### config.mk
export PLATFORM = sky130hd
export DESIGN_NAME = aul_cfg
export DESIGN_NICKNAME = d
export VERILOG_FILES = /design/src/hw/rtl/angle_unwrap_lowpass_smoother_top_defines.svh /design/src/hw/rtl/aul_pkg.sv /design/src/hw/rtl/aul_cfg.sv
export SDC_FILE = /design/constraint.sdc
export NUM_CORES = 1
export LEC_CHECK = 0
export BUFFER_PORTS_ARGS = -buffer_cell sky130_fd_sc_hd__buf_2
export CAP_MARGIN = 10
export CORE_MARGIN = 4
export CORE_UTILIZATION = 47
export CTS_BUF_LIST = sky130_fd_sc_hd__clkbuf_2 sky130_fd_sc_hd__clkbuf_4 sky130_fd_sc_hd__clkbuf_8
export DETAILED_ROUTE_END_ITERATION = 8
export GPL_ROUTABILITY_DRIVEN = 1
export PLACE_DENSITY = 0.94
export SYNTH_ARGS = -nofsm -noshare
export SYNTH_HDL_FRONTEND = slang
export SYNTH_SLANG_ARGS = --single-unit
### constraint.sdc
create_clock -name clk -period 2.1 [get_ports clk]
set_input_delay 0 -clock clk [delete_from_list [all_inputs] [get_ports clk]]
set_output_delay 0 -clock clk [all_outputs]
set_load 0.005 [all_outputs]
### src/hw/rtl/angle_unwrap_lowpass_smoother_top_defines.svh
// Assertion helpers for the angle smoother.
`ifndef ANGLE_UNWRAP_LOWPASS_SMOOTHER_TOP_DEFINES_SVH
`define ANGLE_UNWRAP_LOWPASS_SMOOTHER_TOP_DEFINES_SVH

// The consequent must hold in the same cycle as the antecedent.
`define AUL_ASSERT_NOW(label, clk, rst, ante, cons, msg) \
  label: assert property (@(posedge clk) disable iff (rst) (ante) |-> (cons)) \
    else $error(msg);

// The consequent must hold in the cycle after the antecedent.
`define AUL_ASSERT_NEXT(label, clk, rst, ante, cons, msg) \
  label: assert property (@(posedge clk) disable iff (rst) (ante) |=> (cons)) \
    else $error(msg);

`endif

### src/hw/rtl/aul_pkg.sv
`timescale 1ns / 1ps

package aul_pkg;

  localparam int ANGLE_BITS = 32;
  localparam int GAIN_BITS = 16;
  localparam int TIME_BITS = 16;
  localparam int TIMER_BITS = 17;
  localparam int OP_BITS = 2;
  localparam int WIDE_BITS = ANGLE_BITS + 3;

  localparam int IN_DATA_BITS = ((ANGLE_BITS + TIME_BITS + 7) / 8) * 8;
  localparam int OUT_DATA_BITS = ((ANGLE_BITS + 7) / 8) * 8;
  localparam int CFG_DATA_BITS = 32;
  localparam int CFG_ADDR_BITS = 3;

  typedef logic [OP_BITS-1:0] op_t;
  typedef logic signed [ANGLE_BITS-1:0] angle_t;
  typedef logic signed [WIDE_BITS-1:0] wide_t;
  typedef logic [GAIN_BITS:0] coef_t;

  localparam op_t OP_SAMPLE = OP_BITS'(0);
  localparam op_t OP_TICK = OP_BITS'(1);
  localparam op_t OP_CLEAR = OP_BITS'(2);

  localparam logic CFG_IDX_GAIN = 1'b0;
  localparam logic CFG_IDX_TIMEOUT = 1'b1;

  localparam logic [GAIN_BITS-1:0] GAIN_RESET = GAIN_BITS'((64'd33554 << GAIN_BITS) >> 16);
  localparam logic [TIME_BITS-1:0] TIMEOUT_RESET = TIME_BITS'(500);
  localparam logic [TIMER_BITS-1:0] TIMER_MAX = '1;

  localparam wide_t FRAC_PI = WIDE_BITS'(205887);
  localparam wide_t FRAC_TWO_PI = WIDE_BITS'(411775);
  localparam angle_t ANGLE_MAX = {1'b0, {(ANGLE_BITS - 1){1'b1}}};
  localparam angle_t ANGLE_MIN = {1'b1, {(ANGLE_BITS - 1){1'b0}}};
  localparam logic [ANGLE_BITS+GAIN_BITS:0] ROUND_HALF =
    (ANGLE_BITS + GAIN_BITS + 1)'(1) << (GAIN_BITS - 1);

  typedef struct packed {
    logic [GAIN_BITS-1:0] gain;
    logic [TIME_BITS-1:0] timeout;
  } cfg_t;

  typedef struct packed {
    angle_t angle;
    logic   holding;
  } result_t;

  function automatic angle_t sat_angle(input wide_t v);
    angle_t res;
    if (v > wide_t'(ANGLE_MAX)) begin
      res = ANGLE_MAX;
    end else if (v < wide_t'(ANGLE_MIN)) begin
      res = ANGLE_MIN;
    end else begin
      res = v[ANGLE_BITS-1:0];
    end
    return res;
  endfunction

  // Signed times unsigned Q1.16 coefficient, rounded to nearest with ties away from zero.
  function automatic wide_t scale_by(input angle_t x, input coef_t g);
    logic                          neg;
    logic [ANGLE_BITS-1:0]         mag;
    logic [ANGLE_BITS+GAIN_BITS:0] prod;
    logic [ANGLE_BITS:0]           rnd;
    wide_t                         mag_out;
    neg = x[ANGLE_BITS-1];
    mag = neg ? (~x + 1'b1) : x;
    prod = mag * g;
    rnd = (ANGLE_BITS + 1)'((prod + ROUND_HALF) >> GAIN_BITS);
    mag_out = wide_t'(rnd);
    return neg ? -mag_out : mag_out;
  endfunction

endpackage

### src/hw/rtl/aul_cfg.sv
`timescale 1ns / 1ps

module aul_cfg (
  input  logic                                clk,
  input  logic                                rst,
  input  logic                                psel,
  input  logic                                penable,
  input  logic                                pwrite,
  input  logic [aul_pkg::CFG_ADDR_BITS-1:0]  paddr,
  input  logic [aul_pkg::CFG_DATA_BITS-1:0]  pwdata,
  output logic [aul_pkg::CFG_DATA_BITS-1:0]  prdata,
  output logic                                pready,
  output aul_pkg::cfg_t                       cfg
);
  import aul_pkg::*;

  logic wr_en;

  assign pready = 1'b1;
  assign wr_en = psel & penable & pwrite;

  always_ff @(posedge clk) begin
    if (rst) begin
      cfg.gain <= GAIN_RESET;
      cfg.timeout <= TIMEOUT_RESET;
    end else if (wr_en) begin
      unique case (paddr[2])
        CFG_IDX_GAIN: cfg.gain <= pwdata[GAIN_BITS-1:0];
        CFG_IDX_TIMEOUT: cfg.timeout <= pwdata[TIME_BITS-1:0];
        default: ;
      endcase
    end
  end

  always_comb begin
    unique case (paddr[2])
      CFG_IDX_GAIN: prdata = CFG_DATA_BITS'(cfg.gain);
      CFG_IDX_TIMEOUT: prdata = CFG_DATA_BITS'(cfg.timeout);
      default: prdata = '0;
    endcase
  end

endmodule

==> results of run 1 <==
[cell type report]
cell class / instances / area (um^2) / area share
Clock buffer: 8 / 66.3 / 0.0304
Timing Repair Buffer: 87 / 520 / 0.239
Tap cell: 46 / 57.6 / 0.0264
Multi-Input combinational cell: 124 / 896 / 0.411
Sequential cell: 32 / 641 / 0.294
[critical path: cells and delay by family, from the launching register on]
kind | cells | cell delay, ps
muxes | 1 | 270
DFF | 1 | 340
buffers and inverters | 1 | 130
[cells by family (layout without fill, tap and decap cells)]
group | count (synthesis) | after routing | share of synthesized area
DFF | 32 | 32 | 0.380
buffers and inverters | 28 | 95 | 0.121
and+or+nand+nor | 59 | 59 | 0.197
other | 2 | 17 | 0.00446
muxes | 48 | 48 | 0.297
[synthesized netlist by cell type]
library cell,count
buf_6,2
nand2b_1,35
nor2_1,20
and4b_4,1
mux2_2,16
buf_2,3
mux2i_1,32
conb_1,2
nand4_1,1
nand4b_1,1
buf_12,1
dfxtp_1,32
clkbuf_1,5
and4_1,1
buf_4,17
[cell usage in the layout (no fill, tap or decap)]
cell / Yosys / layout
dlygate4sd3_1: 0 / 16
clkbuf_8: 0 / 1
mux2_2: 16 / 16
dfxtp_1: 32 / 32
and4_1: 1 / 1
and4b_4: 1 / 1
conb_1: 2 / 17
nor2_1: 20 / 20
clkbuf_4: 0 / 7
nand2b_1: 35 / 35
nand4b_1: 1 / 1
nand4_1: 1 / 1
mux2i_1: 32 / 32
buf_4: 17 / 2
buf_2: 3 / 69
[layer usage]
metal	vias to the layer above	track usage	share of wire
li1	685	-	-
met1	610	0.181	0.41
met4	0	0.0521	0.013
met5	-	0	0
met3	7	0.0575	0.076
met2	48	0.301	0.50
[path summary, 6_finish.rpt]
kind                              from                    to  cells past startpoint
setup / recovery   cfg[4]$_SDFFE_PP1P_             prdata[4]                      2
hold reg to reg   cfg[11]$_SDFFE_PP0P_  cfg[11]$_SDFFE_PP0P_                      2
setup reg to reg  cfg[20]$_SDFFE_PP1P_  cfg[20]$_SDFFE_PP1P_                      2
hold / removal                  pwrite   cfg[3]$_SDFFE_PP0P_                      3
[power by group through the flow]
stage / Sequential, mW / Combinational [mW] / Clock, mW
after floorplan: 0.644 / 0.115 / 0
after global placement: 0.643 / 0.145 / 0
after CTS: 0.630 / 0.170 / 0.400
final: 0.629 / 0.170 / 0.384
after global routing: 0.632 / 0.190 / 0.427
after detailed placement: 0.644 / 0.147 / 0
[what timing repair did]
item,4_1_cts,5_1_grt
buffers inserted,0,0
hold endpoints to repair,32,0
hold buffers,16,0
==> results by group, run 1 <==
Floorplanning
  – Core ar.: 3390 um^2
  – Starting Density: 0.497
  – Die ar.: 4600 um^2
  – Num ports: 105
  – Die boundary height: 67.9 um
  – # rows: 21
  – Die W: 67.9 um

Setup path
  – Reg2reg setup slack: 1450 ps
  – Worst-path cell chain: mux2_2 -> buf_2
  – Worst endpoint data arrival time: 1060 ps
  – CP max FO: 3
  – Worst path slowest cell: dfxtp_1
  – CP required: 2100 ps
  – Crit-path max cell delay: 340 ps
  – Worst setup EP type: primary output
  – CP Class: register to primary output
  – Setup crit start kind: register

Place
  – Pre-CTS WS: 942 ps
  – Gp weighted congestion: 0.623
  – Placed Cells: 273
  – DP HPWL: 2.49 mm
  – Number of port buffers: 69
  – Dpl cell area: 1950 um^2

Clock network
  – Clock transition at path regs: 90 ps
  – Clock Latency Late Sink: 330 ps
  – CTS Sinks: 32
  – Max Root-Sink Buffers: 2
  – Clock Root Buffer: clkbuf_4
  – CTS tree: done
  – H-tree depth: 2
  – Post-CTS sizing: 0
  – Total CTS buffers: 5

Yosys
  – Synth Warn #: 0
  – Top cell type's share of synthesized area: 0.380
  – Area contributors post-synth: dfxtp_1, mux2i_1, nand2b_1, mux2_2, buf_4
  – Seq/Total Area, Yosys: 0.380
  – Syn Area/Cell: 9.97 um^2
  – Syn Std Cell Area: 1680 um^2
  – Distinct cells, synth: 15
  – Post-synth top area cell: dfxtp_1
  – #FFs+latches synth: 32
  – Post-Syn Instances: 169

Flow run
  – Max-capacitance violation count: 0

Timing
  – Worst-Margin Slew: 726 ps
  – Unrepaired setup endpoints after global routing: false
  – Min Tclk post-route: 1060 ps
  – Worst hold-check slack: 201 ps
  – Final worst-path setup slack: 1040 ps
  – # setup viols final: 0
  – Fin. max-slew vios: 0
  – Fmax: 947 MHz
  – Hold Vio Cnt, Final: 0
  – Fin Setup TNS: 0 ps
  – Max_slew headroom: 0.516
  – Fin crit share: 0.503
  – Worst Skew: 0 ps

Pwr
  – Clk pwr share: 0.324
  – Leak: 1.03 nW
  – Sw power: 0.278 mW
  – Share of power burned in registers: 0.532
  – Worst vdd ir: 359 uV
  – Comb power frac: 0.144
  – Pwr dens: 543 nW/um^2
  – Design Power: 1.18 mW
  – P_int: 0.906 mW
  – Switching Share: 0.235

Cells and area
  – Core Util, Final: 0.643
  – Design area: 2180 um^2
  – Fill cells: 274
  – Final nets: 290
  – Ant diodes: 0
  – Top flop regs: cfg (32)
  – Layout Cells excl Fill: 297
  – P&R area growth vs syn: 29.5%
  – Biggest register: cfg
  – Share of cells above drive strength 1: 0.382
  – Largest register FFs: 32

Routing
  – Wire per inst: 12.3 um
  – Initial drt markers: 41
  – DRT Pass-1 Iters: 4
  – DR vias: 1,350
  – Drt total wl: 3.66 mm
  – Detail Route Antenna Nets: 0
  – Vias per inst: 4.55
  – DRC Markers: 0

Outcome
  – Outcome: completed

Min path
  – Hold Path Class: input port to register

Global routing
  – First-pass GRT wire length: 5.68 mm
  – Global route overflow: 0
  – Initial antenna violation count: 0
  – Global Route Usage Sum: 0.166
  – Largest net degree at the start of global routing: 56
  – Vias in the first global route: 1,218
Note: power is estimated with default switching activity, not from simulation.
==> inputs of run 2 (changes only) <==
Settings changed: CORE_UTILIZATION 47 to 40, PLACE_DENSITY 0.94 to 0.86.
Clock period 2.1 ns to 0.9 ns, I/O delays scaled along.
==> run 2 against run 1 <==
  * Via count increased by 11%
  * Critical endpoint is now prdata[6]
  * The flow now finishes with violations (setup timing)
  * Setup slack got worse by 1100 ps
  * Register-to-register slack worse by 1300 ps
  * Clock skew unchanged
  * Highest routed layer unchanged
==> results by group, run 2 (same netlist as run 1, synthesis figures left out) <==
Global routing
  – Largest net degree at the start of global routing: 56 (unchanged)
  – GRT met2 Usage: 0.289 (-0.0128)
  – Met3 Use GR: 0.0482 (-0.00926)
  – Met1 GRT Util: 0.195 (+0.0139)
  – Busiest grt layer: met2
  – Vias in the first global route: 1,465 (+20%)
  – Global route overflow: 0 (unchanged)
  – First-pass GRT wire length: 6.89 mm (+21%)
  – Initial antenna violation count: 0 (unchanged)
  – Global Route Usage Sum: 0.168 (+0.00206)

Clock network
  – Clock Latency Late Sink: 280 ps (-50 ps)
  – H-tree depth: 2 (unchanged)
  – CTS Sinks: 32 (unchanged)
  – Clock Root Buffer: clkbuf_8
  – CTS tree: done
  – Max Root-Sink Buffers: 2 (unchanged)
  – Clock transition at path regs: 70 ps (-20 ps)
  – Total CTS buffers: 5 (unchanged)

Floorplanning
  – Starting Density: 0.418 (-0.0788)
  – Core ar.: 4030 um^2 (+19%)
  – # rows: 23 (+9.5%)
  – Die W: 72.9 um (+7.4%)
  – Num ports: 105 (unchanged)
  – Die ar.: 5310 um^2 (+15%)
  – Die boundary height: 72.9 um (+7.4%)

Outcome
  – Outcome: complete, but fails checks
  – Failing checks: setup timing

Timing
  – Fin crit share: 1.10
  – Fin. max-slew vios: 0 (unchanged)
  – Final worst-path setup slack: -93.7 ps (-1140 ps)
  – Max_slew headroom: 0.488 (-0.0273)
  – Min Tclk post-route: 994 ps
  – # setup viols final: 16 (+16)
  – Unrepaired setup endpoints after global routing: true
  – Worst hold-check slack: 3.54 ps (-197 ps)
  – Fin Setup TNS: -1330 ps (-1330 ps)
  – Worst Skew: 0 ps (unchanged)
  – Hold Vio Cnt, Final: 0 (unchanged)
  – Fmax: 1010 MHz
  – Worst-Margin Slew: 767 ps (+41.0 ps)

Place
  – Dpl cell area: 1990 um^2 (+1.7%)
  – Placed Cells: 279 (+2.2%)
  – DP HPWL: 2.75 mm (+11%)
  – Gp weighted congestion: 0.751 (+20%)
  – Number of port buffers: 69 (unchanged)

Min path
  – Hold Path Class: input port to register
  – Hold Path Depth: 3 (unchanged)
  – Worst hold endpoint: cfg[27]$_SDFFE_PP0P_
  – Min-delay src: pwdata[11]

Pwr
  – Worst vdd ir: 747 uV (+110%)
  – Pwr dens: 1190 nW/um^2 (+120%)
  – Leak: 1.26 nW (+22%)

Setup path
  – R2r startpoint: cfg[8]$_SDFFE_PP1P_
  – CP required: 900 ps (-1200 ps)
  – Worst r2r path cells: 3 (+1)
  – Crit Reg-Reg Endpoint: cfg[8]$_SDFFE_PP1P_
  – CP Class: register to primary output
  – Reg2reg setup slack: 140 ps (-1310 ps)
  – Worst endpoint data arrival time: 990 ps (-70 ps)
  – CP max FO: 2 (-1)
  – Worst setup EP type: primary output
  – Setup crit start kind: register

Cells and area
  – P&R area growth vs syn: 53.1%
  – Most frequent cells in the layout: buf_2, nand2b_1, mux2i_1, dfxtp_2, buf_4
  – Share of cells above drive strength 1: 0.566 (+0.184)
  – Final nets: 318 (+9.7%)
  – Biggest register: cfg
  – Largest register FFs: 32 (unchanged)
  – Commonest non-fill, non-tap cell in the layout: buf_2
  – Top flop regs: cfg (32)
  – Core Util, Final: 0.640 (-0.00335)
  – Layout Cells excl Fill: 329 (+11%)
  – Ant diodes: 0 (unchanged)
  – Design area: 2580 um^2 (+18%)

Routing
  – Wire per inst: 13.7 um (+12%)
  – Detail Route Antenna Nets: 0 (unchanged)
  – Initial drt markers: 39 (-4.9%)
  – Drt total wl: 4.52 mm (+24%)
  – Vias per inst: 4.57 (+0.50%)
  – DRC Markers: 0 (unchanged)
  – DR vias: 1,503 (+11%)
  – DRT Pass-1 Iters: 4 (unchanged)

Flow run
  – Max-capacitance violation count: 0 (unchanged)
## run 2: worst max-delay path by stage
| stage | start | endpoint | slack (ps) | cells after the start |
|---|---|---|---|---|
| floorplan | paddr[2] | cfg[20]$_SDFFE_PP1P_ | 80 | 4 |
| global placement | rst | cfg[3]$_SDFFE_PP0P_ | -40 | 3 |
| detailed placement | rst | cfg[11]$_SDFFE_PP0P_ | -110 | 3 |
| CTS | cfg[22]$_SDFFE_PP0P_ | prdata[6] | -100 | 2 |
| global route | cfg[25]$_SDFFE_PP1P_ | prdata[9] | -120 | 2 |
| finish | cfg[22]$_SDFFE_PP0P_ | prdata[6] | -90 | 2 |
## run 2: routing by layer
metal	vias to the layer above	part of all wire
met4	0	0.016
met5	-	0
met3	9	0.058
met2	51	0.53
li1	739	-
met1	704	0.39
## run 2: what timing repair did
item / 4_1_cts / 5_1_grt
endpoints found under the setup margin: 16 / 16
resized for setup: 43 / 12
hold endpoints to repair: 24 / 0
hold buffers: 14 / 0
buffers inserted: 26 / 2
## run 2: critical path: stages, from the launching register on
cell and delay (ps):
dfxtp_2 330, mux2_4 270, buf_6 110
## run 2: cell type report
class / instances / area, um^2
fillers: 334 / 1450
multi-input cells: 124 / 941
flip-flops and latches: 32 / 681
clock inverters: 3 / 18.8
well taps: 50 / 62.6
clock buffers: 5 / 68.8
repair buffers: 115 / 807
## run 2: where the power goes
| part | total [mW] | switching, mW | internal [mW] |
|---|---|---|---|
| logic | 0.508 | 0.211 | 0.297 |
| clock network | 1.09 | 0.548 | 0.538 |
| registers | 1.47 | 0.0182 | 1.45 |
## run 2: per-stage QoR
| step | power [mW] | worst slack, ps |
|---|---|---|
| 4_1_cts | 3.06 | -103 |
| 3_5_place_dp | 1.86 | -105 |
| 6_report | 3.06 | -93.7 |
| 3_3_place_gp | 1.85 | -43.3 |
| 2_1_floorplan | 1.77 | 80.5 |
| 5_1_grt | 3.22 | -125 |
==> inputs of run 3 (changes only) <==
Settings changed: CELL_PAD_IN_SITES_DETAIL_PLACEMENT set to 1, CELL_PAD_IN_SITES_GLOBAL_PLACEMENT set to 2, CORE_UTILIZATION 40 to 22, PLACE_DENSITY 0.86 to 0.85.
==> run 3 against run 2 <==
  * Global-route usage shrank 5.8 points
  * Sequential power about the same
  * Die area up 72%
  * Combinational power grew 3%
  * Core utilization fell by 28 points
  * Clock power about the same
  * Largest cell class unchanged
  * Power is 0.18% lower
  * Critical path depth did not move
  * The flow still finishes with violations (setup timing)
  * Flip-flop and latch count did not move
==> results by group, run 3 (same netlist as run 1, synthesis figures left out) <==
Pwr
  – Worst vdd ir: 378 uV (-49%)
  – Leak: 1.27 nW (+0.92%)
  – Pwr dens: 1150 nW/um^2 (-3.3%)

Outcome
  – Outcome: complete, but fails checks
  – Failing checks: setup timing

Routing
  – Vias per inst: 4.01 (-12%)
  – DR vias: 1,505 (+0.13%)
  – DRT Pass-1 Iters: 4 (unchanged)
  – Detail Route Antenna Nets: 0 (unchanged)
  – Initial drt markers: 16 (-59%)
  – DRC Markers: 0 (unchanged)
  – Drt total wl: 5.04 mm (+11%)
  – Wire per inst: 13.4 um (-2.3%)

Cells and area
  – Commonest non-fill, non-tap cell in the layout: buf_2
  – Most frequent cells in the layout: buf_2, nand2b_1, buf_4, mux2i_1, dfxtp_2
  – Share of cells above drive strength 1: 0.576 (+0.00978)
  – Biggest register: cfg
  – Multi-input logic area: 952 um^2 (+1.2%)
  – Top flop regs: cfg (32)
  – Final nets: 316 (-0.63%)
  – P&R area growth vs syn: 58.1%
  – Design area: 2660 um^2 (+3.3%)
  – Layout Cells excl Fill: 375 (+14%)
  – Ant diodes: 0 (unchanged)
  – Fill cells: 863 (+160%)
  – Register area: 678 um^2 (-0.37%)
  – Largest register FFs: 32 (unchanged)

Setup path
  – Worst-path cell chain: mux2_4 -> buf_6
  – Reg2reg setup slack: 140 ps (about the same)
  – CP Class: register to primary output
  – Worst path slowest cell: dfxtp_2
  – Worst setup EP type: primary output
  – Setup crit start kind: register
  – Worst endpoint data arrival time: 990 ps (about the same)
  – Crit Reg-Reg Endpoint: cfg[8]$_SDFFE_PP1P_
  – CP required: 900 ps (about the same)
  – CP max FO: 2 (unchanged)
  – R2r startpoint: cfg[8]$_SDFFE_PP1P_
  – Crit-path max cell delay: 340 ps (about the same)
  – Worst r2r path cells: 3 (unchanged)

Place
  – Number of port buffers: 69 (unchanged)
  – Gp weighted congestion: 0.632 (-16%)
  – DP HPWL: 3.36 mm (+22%)
  – Dpl cell area: 2090 um^2 (+5.1%)
  – Placed Cells: 330 (+18%)

Clock network
  – Max Root-Sink Buffers: 2 (unchanged)
  – CTS Sinks: 32 (unchanged)
  – Clock transition at path regs: 70 ps (about the same)
  – H-tree depth: 2 (unchanged)
  – Total CTS buffers: 5 (unchanged)
  – CTS tree: done
  – Clock Root Buffer: clkbuf_8
  – Clock Latency Late Sink: 270 ps (about the same)

Timing
  – Hold Vio Cnt, Final: 0 (unchanged)
  – Worst Skew: 0 ps (unchanged)
  – Min Tclk post-route: 993 ps (-0.809 ps)
  – # setup viols final: 16 (unchanged)
  – Fin crit share: 1.10 (about the same)
  – Unrepaired setup endpoints after global routing: true
  – Fin. max-slew vios: 0 (unchanged)
  – Final worst-path setup slack: -92.9 ps (+0.809 ps)
  – Fmax: 1010 MHz (about the same)

Floorplanning
  – Die boundary height: 95.5 um (+31%)
  – Core ar.: 7330 um^2 (+82%)
  – Num ports: 105 (unchanged)
  – Starting Density: 0.230 (-0.188)
  – Die W: 95.5 um (+31%)
  – Die ar.: 9120 um^2 (+72%)
  – # rows: 31 (+35%)

Min path
  – Min-delay src: pwdata[4]
  – Worst hold endpoint: cfg[4]$_SDFFE_PP1P_
  – Hold Path Class: input port to register
  – Hold Path Depth: 3 (unchanged)

Global routing
  – Largest net degree at the start of global routing: 56 (unchanged)
  – Global Route Usage Sum: 0.110 (-0.0582)
  – Global route overflow: 0 (unchanged)
  – First-pass GRT wire length: 7.69 mm (+12%)
  – Vias in the first global route: 1,559 (+6.4%)
  – Initial antenna violation count: 0 (unchanged)

Flow run
  – Max-capacitance violation count: 0 (unchanged)
==> run 3: cell count changes in the layout (fill, tap and decap cells not counted), moves of 2 or more <==
| cell | before | now |
|---|---|---|
| mux2_2 | 4 | 1 |
| dfxtp_2 | 32 | 30 |
| buf_12 | 1 | 3 |
| dlygate4sd3_1 | 14 | 8 |
| mux2_4 | 12 | 15 |
| dfxtp_1 | 0 | 2 |
| buf_2 | 58 | 54 |
| buf_4 | 31 | 33 |
| buf_6 | 11 | 15 |
==> run 3: per-layer routing <==
layer  track usage  wire length, um  up-vias  share of wire
met1         0.143             2320      708           0.46
met5             0                0        -              0
li1              -                -      733              -
met4        0.0249               34        0         0.0068
met2         0.181             2360       58           0.47
met3        0.0308              323        6          0.064
==> run 3: worst max-delay path by stage <==
| stage | end | depth (start not counted) | startpoint | slack, ps |
|---|---|---|---|---|
| 2_1_floorplan | cfg[20]$_SDFFE_PP1P_ | 4 | paddr[2] | 80 |
| 3_3_place_gp | cfg[24]$_SDFFE_PP1P_ | 4 | paddr[2] | 50 |
| 3_5_place_dp | cfg[3]$_SDFFE_PP0P_ | 4 | paddr[2] | 9 |
| 4_1_cts | prdata[5] | 2 | cfg[21]$_SDFFE_PP0P_ | -110 |
| 5_1_grt | prdata[8] | 2 | cfg[8]$_SDFFE_PP1P_ | -130 |
| 6_report | prdata[8] | 2 | cfg[8]$_SDFFE_PP1P_ | -90 |
==> run 3: layout make-up <==
cell class                 instances  share of cell area
clock inverter                     1             0.00188
tap                               99              0.0465
sequential                        32               0.255
timing repair buffer             113               0.311
clock buffer                       6              0.0287
multi-input combinational        124               0.358
==> run 3: power breakdown <==
group	internal [mW]	total [mW]	switching, mW
clock	0.556	1.07	0.510
sequential	1.45	1.47	0.0191
combinational	0.304	0.521	0.217
total	2.31	3.06	0.746
==> run 3: critical path, delay by kind of cell, from the launching register on <==
kind	cells	cell delay, ps
mux	1	260
flops	1	340
buf+inv	1	110
==> run 3: per-stage QoR <==
step / power, mW / util / setup slack (ps) / hold WS, ps / TNS, ps
detailed placement: 1.89 / 0.285 / 9.19 / 282 / 0
finish: 3.06 / 0.363 / -92.9 / 9.65 / -1240
floorplan: 1.77 / - / 80.5 / 155 / 0
CTS: 3.11 / 0.359 / -107 / 0.884 / -1500
global placement: 1.88 / 0.285 / 45.9 / 279 / 0
global route: 3.22 / 0.363 / -127 / 16.8 / -1820
==> run 3: repair_timing <==
item,4_1_cts,5_1_grt
hold endpoints to repair,10,0
resized for setup,54,6
setup buffers,30,0
hold buffers,8,0
setup endpoints to repair,16,17
